$ cat src/rtl/core/ntt_pkg.sv
// shared types, constants and elaboration-time twiddle tables for the transform block
// no dependencies
package ntt_pkg;

    localparam int MAX_LOG   = 10;
    localparam int WORDS     = 1 << MAX_LOG;
    localparam int ADDR_W    = MAX_LOG;
    localparam int CNT_W     = MAX_LOG + 1;
    localparam int LOG_W     = $clog2(MAX_LOG + 1);
    localparam int WORD_W    = 30;
    localparam int TW_N      = 2 * (MAX_LOG + 1);
    localparam int TW_IDX_W  = $clog2(TW_N);
    localparam int CFG_IDX_W  = 2;
    localparam int CFG_DATA_W = 4;

    localparam logic [WORD_W-1:0] PRIME = 30'd924844033;
    localparam logic [WORD_W-1:0] ROOT  = 30'd5;
    // floor(2^60 / p) for the barrett reduction
    localparam logic [30:0] BARRETT_MU = 31'((64'd1 << 60) / 64'd924844033);

    localparam logic [CFG_IDX_W-1:0] REG_LENGTH_LOG2  = 2'd0;
    localparam logic [CFG_IDX_W-1:0] REG_INVERSE_MODE = 2'd1;

    localparam logic OP_LOAD = 1'b0;
    localparam logic OP_READ = 1'b1;

    typedef logic [WORD_W-1:0] word_t;

    typedef struct packed {
        logic  op;
        word_t sample;
    } item_t;

    typedef struct packed {
        word_t result;
        logic  last;
    } res_t;

    typedef logic [TW_N-1:0][WORD_W-1:0]      tw_tab_t;
    typedef logic [MAX_LOG:0][WORD_W-1:0]     ninv_tab_t;

    function automatic longint unsigned const_mulmod(longint unsigned a, longint unsigned b);
        return (a * b) % 64'(PRIME);
    endfunction

    function automatic longint unsigned const_pow(longint unsigned base, longint unsigned e);
        longint unsigned acc;
        longint unsigned b;
        acc = 1;
        b   = base % 64'(PRIME);
        for (int i = 0; i < 31; i++)
        begin
            if (e[i])
                acc = const_mulmod(acc, b);
            b = const_mulmod(b, b);
        end
        return acc;
    endfunction

    // entry s: root for span 2^s; upper half holds the inverse roots
    function automatic tw_tab_t make_tw();
        tw_tab_t         tab;
        longint unsigned e;
        for (int inv = 0; inv < 2; inv++)
        begin
            for (int s = 0; s <= MAX_LOG; s++)
            begin
                e = (64'(PRIME) - 1) >> s;
                if (inv != 0)
                    e = (64'(PRIME) - 1) - e;
                tab[inv * (MAX_LOG + 1) + s] = WORD_W'(const_pow(64'(ROOT), e));
            end
        end
        return tab;
    endfunction

    function automatic ninv_tab_t make_ninv();
        ninv_tab_t tab;
        for (int l = 0; l <= MAX_LOG; l++)
            tab[l] = WORD_W'(const_pow(64'd1 << l, 64'(PRIME) - 2));
        return tab;
    endfunction

    localparam tw_tab_t   TW_TAB   = make_tw();
    localparam ninv_tab_t NINV_TAB = make_ninv();

endpackage

$ cat src/rtl/core/ntt_modmul.sv
// pipelined modular multiplier, barrett reduction
// depends on ntt_pkg
module ntt_modmul (
    input  logic          clk,
    input  logic          rst_n,
    input  logic          start,
    input  ntt_pkg::word_t a,
    input  ntt_pkg::word_t b,
    output logic          done,
    output ntt_pkg::word_t res
);
    import ntt_pkg::*;

    localparam logic [31:0] P1 = 32'(PRIME);
    localparam logic [31:0] P2 = 32'(PRIME) << 1;

    logic [4:0]  vld_reg;
    logic [59:0] prod_reg;
    logic [61:0] q2_reg;
    logic [31:0] x2_reg;
    logic [31:0] qp_reg;
    logic [31:0] x3_reg;
    logic [31:0] r_reg;
    word_t       res_reg;

    always_ff @(posedge clk or negedge rst_n)
    begin
        if (!rst_n)
            vld_reg <= '0;
        else
            vld_reg <= {vld_reg[3:0], start};
    end

    always_ff @(posedge clk)
    begin
        prod_reg <= {30'd0, a} * {30'd0, b};
        q2_reg   <= {31'd0, prod_reg[59:29]} * {31'd0, BARRETT_MU};
        x2_reg   <= prod_reg[31:0];
        qp_reg   <= 32'({30'd0, q2_reg[61:31]} * {31'd0, PRIME});
        x3_reg   <= x2_reg;
        // remainder is below 3p, so the low 32 bits suffice
        r_reg    <= x3_reg - qp_reg;
        if (r_reg >= P2)
            res_reg <= WORD_W'(r_reg - P2);
        else if (r_reg >= P1)
            res_reg <= WORD_W'(r_reg - P1);
        else
            res_reg <= WORD_W'(r_reg);
    end

    assign done = vld_reg[4];
    assign res  = res_reg;

endmodule

$ cat config.mk
export PLATFORM = sky130hd
export DESIGN_NAME = ntt_modmul
export DESIGN_NICKNAME = d
export VERILOG_FILES = /design/src/rtl/core/ntt_pkg.sv /design/src/rtl/core/ntt_modmul.sv
export SDC_FILE = /design/constraint.sdc
export NUM_CORES = 2
export LEC_CHECK = 0
export ABC_AREA = 0
export BUFFER_PORTS_ARGS = -buffer_cell sky130_fd_sc_hd__buf_2
export CORE_ASPECT_RATIO = 0.7
export CORE_MARGIN = 1.5
export CORE_UTILIZATION = 60
export CTS_CLUSTER_SIZE = 25
export DETAILED_ROUTE_END_ITERATION = 10
export HOLD_SLACK_MARGIN = 0.15
export PLACE_DENSITY = 0.77
export SLEW_MARGIN = 0
export SYNTH_ARGS = -nofsm -noshare
export SYNTH_HDL_FRONTEND = slang
export SYNTH_SLANG_ARGS = --single-unit
$ cat constraint.sdc
create_clock -name clk -period 11 [get_ports clk]
set_clock_uncertainty 0.15 [all_clocks]
set_input_delay 0 -clock clk [delete_from_list [all_inputs] [get_ports clk]]
set_output_delay 0 -clock clk [all_outputs]
set_load 0.01 [all_outputs]
==> out/metrics.csv <==
stage,metric,value,unit
floorplan,dieArea,93500,um2
yosys,synth_cell_types,72,
yosys,syn_inst,5729,
placement,place_area,56300,um2
route,drt_iter0_markers,3187,
final_layout,diodes,0,
clocking,htree_levels,1,
final_layout,area_growth_syn_to_layout,3.84,%
route,totalWireLength,140000,um
clocking,clockBufferDepth,3,
flow_run,max_cap_violations,0,
yosys,netlist_area,55000,um2
final_layout,register_area,5110,um2
global_routing,grt_pass1_vias,41100,
yosys,synth-edff-count,0,
timing,rsz0062_at_grt,no,
clocking,cts_resized,0,
critical_path,slowest_stage,o31ai_1,
final_layout,fin_cells,6892,
yosys,yosys_warnings,0,
critical_path,arrival,9060,ps
final_layout,largest_reg_flops,60,
final_layout,multiInputGateArea,43300,um2
timing,slew_viol_final,0,
placement,globalplace.congestion,1.03,
yosys,synth_top_area_frac,0.427,
critical_path,crit_chain,"ha_1, ha_1, inv_1, fa_1, inv_1, fa_1, fa_1, inv_1, fa_1, fa_1, inv_1, fa_1, ha_1, a21oi_1, nand2_1, a211oi_1, a31oi_1, o31ai_1, o31ai_1, buf_4, a211oi_1, o21ai_0, a21oi_1, xnor2_1",
route,firstDrtPassIters,5,
clocking,cts_tree,yes,
route,routed_via_density,5.54,
timing,tns,0,ps
floorplan,io_pins,94,
global_routing,grt_max_degree,31,
placement,place.port_buffers,93,
timing,relSlewSlack,0.179,
route,ant_nets,0,
critical_path,end_kind,flop,
clocking,clk-insertion-delay-late,540,ps
route,drc,0,
critical_path,slowest_delay,1000,ps
outcome,outcome,"finished, final reports clean",
placement,dp_hpwl,114000,um
final_layout,final.fill_count,7322,
timing,final_hold_viol_count,0,
final_layout,fin_nets,7630,
yosys,synth_flop_cell,dfxtp_1,
route,via_count,38200,
critical_path,worst_setup_path_start_kind,flop,
floorplan,start_util,0.609,
worst_hold_path,hold_class,reg -> reg,
yosys,syn_area_per_cell,9.60,um2
critical_path,path_class,reg -> reg,
yosys,yosysTopAreaCell,fa_1,
timing,max_freq,114,MHz
route,wire_per_inst,20.3,um
timing,finalSetupViolations,0,
global_routing,antenna_found_initial,0,
global_routing,grt_pass1_wl,226000,um
global_routing,track_usage,0.312,
placement,placedCellCount,6846,
clocking,post_cts_buffers,0,
timing,fin_crit_sh,0.795,
timing,tightest_slew,1220,ps
yosys,synthArstFlopShare,0.0197,
critical_path,path_max_fanout,10,
floorplan,coreArea,90400,um2
critical_path,required,11310,ps
clocking,clockRootBuffer,clkbuf_16,
final_layout,design_area,57100,um2
floorplan,die_y,256,um
clocking,clk_pin_slew,70,ps
yosys,ys_seq_area_frac,0.0929,
clocking,cts_buffers,22,
final_layout,drive_above_1_share,0.0279,
timing,min_period,8740,ps
yosys,synthTopCellsByArea,"fa_1 (43%), ha_1 (17%), inv_1 (11%)",
floorplan,die_w,365,um
clocking,cts.sinks,254,
yosys,syn_nets,7705,
yosys,ys_seq_elements,254,
global_routing,gr-total-overflow,0,
critical_path,cpMostUsedCell,fa_1,
floorplan,placementRows,92,
## worst max-delay path: cells and delay by family (launching register included)
| family | cells | cell delay [ps] |
|---|---|---|
| adders and majority gates | 9 | 4010 |
| AOI/OAI and AO/OA | 8 | 3150 |
| DFF | 1 | 730 |
| buffers and inverters | 5 | 440 |
| xor gates and xnor gates | 1 | 130 |
| and+or+nand+nor | 1 | 60 |
## layout make-up
class                           instances  area share
Clock buffer                           31      0.0120
Clock inverter                          9     0.00167
Inverter                             1549       0.102
Multi-Input combinational cell       3721       0.758
Sequential cell                       254      0.0895
Tap cell                             1222      0.0268
Timing Repair Buffer                  106      0.0101
## what timing repair did
item | CTS | global route
setup endpoints to repair | 0 | 0
hold buffers | 6 | 0
endpoints found under the hold margin | 7 | 0
## per-stage QoR
step                worst slack, ps  hold slack, ps   util
floorplan                      3820            -446      -
global placement               2570            -338  0.623
detailed placement             2490            -334  0.623
CTS                            2430             154  0.632
global route                   1950             180  0.632
finish                         2260             169  0.632
## Yosys cell counts, types with 18 or more instances
cell type and count:
a211oi_1 25, clkbuf_1 202, o21bai_1 18, o21ai_0 62, fa_1 1173, xor2_1 52
a21oi_1 128, nand2_1 441, nand4_1 19, xnor2_1 109, o21a_1 32, nand3_1 32
nor3_1 29, ha_1 740, a21o_1 69, dfxtp_1 249, inv_1 1549, and2_1 544
nor2_1 73
## routing by layer
layer / GRT usage / part of all wire
met5: 0 / 0
met2: 0.466 / 0.43
met3: 0.0789 / 0.11
met4: 0.0848 / 0.032
met1: 0.451 / 0.42
## path summary, 6_finish.rpt
| path | start | to | slack, ps | cells past startpoint |
|---|---|---|---|---|
| max | prod_reg[41] | q2_reg[58] | 2260 | 24 |
| min | q2_reg[51] | qp_reg[20] | 170 | 0 |
| max reg2reg | prod_reg[41] | q2_reg[58] | 2260 | 24 |
| min reg2reg | q2_reg[51] | qp_reg[20] | 170 | 0 |
| max in group asynchronous | rst_n | vld_reg[4] | 10290 | 3 |
| min in group asynchronous | rst_n | vld_reg[3] | 220 | 3 |
## cell usage in the layout (no fill, tap or decap), types with 6 or more instances in the layout
| cell | instances |
|---|---|
| nand3_1 | 32 |
| a31oi_1 | 11 |
| o31ai_1 | 6 |
| clkbuf_8 | 6 |
| nand2b_1 | 10 |
| nor4_1 | 6 |
| xnor2_1 | 109 |
| a211o_1 | 6 |
| a21oi_1 | 128 |
| o211ai_1 | 13 |
| nor2_1 | 73 |
| and3_1 | 13 |
| o21bai_1 | 18 |
| nand4_1 | 19 |
| nor2b_1 | 16 |
| xor2_1 | 52 |
| o21a_1 | 32 |
| fa_1 | 1173 |
| buf_2 | 93 |
| dlygate4sd3_1 | 6 |
| a211oi_1 | 25 |
| nand2_1 | 441 |
| a21o_1 | 69 |
| ha_1 | 740 |
| nor3_1 | 29 |
| buf_4 | 7 |
| o21ai_0 | 62 |
| inv_1 | 1549 |
| o2111ai_1 | 6 |
| clkbuf_16 | 24 |
| o22ai_1 | 7 |
| and2_1 | 544 |
| dfxtp_1 | 249 |
## cells by family after synthesis
kind of cell               after synthesis  synth area share
DFF                                    254            0.0929
muxes                                    2          0.000387
AOI/OAI and AO/OA                      429            0.0509
adders and majority gates             1913             0.595
xor gates and xnor gates               161            0.0256
buffers and inverters                 1754             0.120
and+or+nand+nor                       1216             0.115
Power is left out: the tool's default activity adds up to more than one toggle a clock period on the data nets, which glitch-free logic cannot reach.
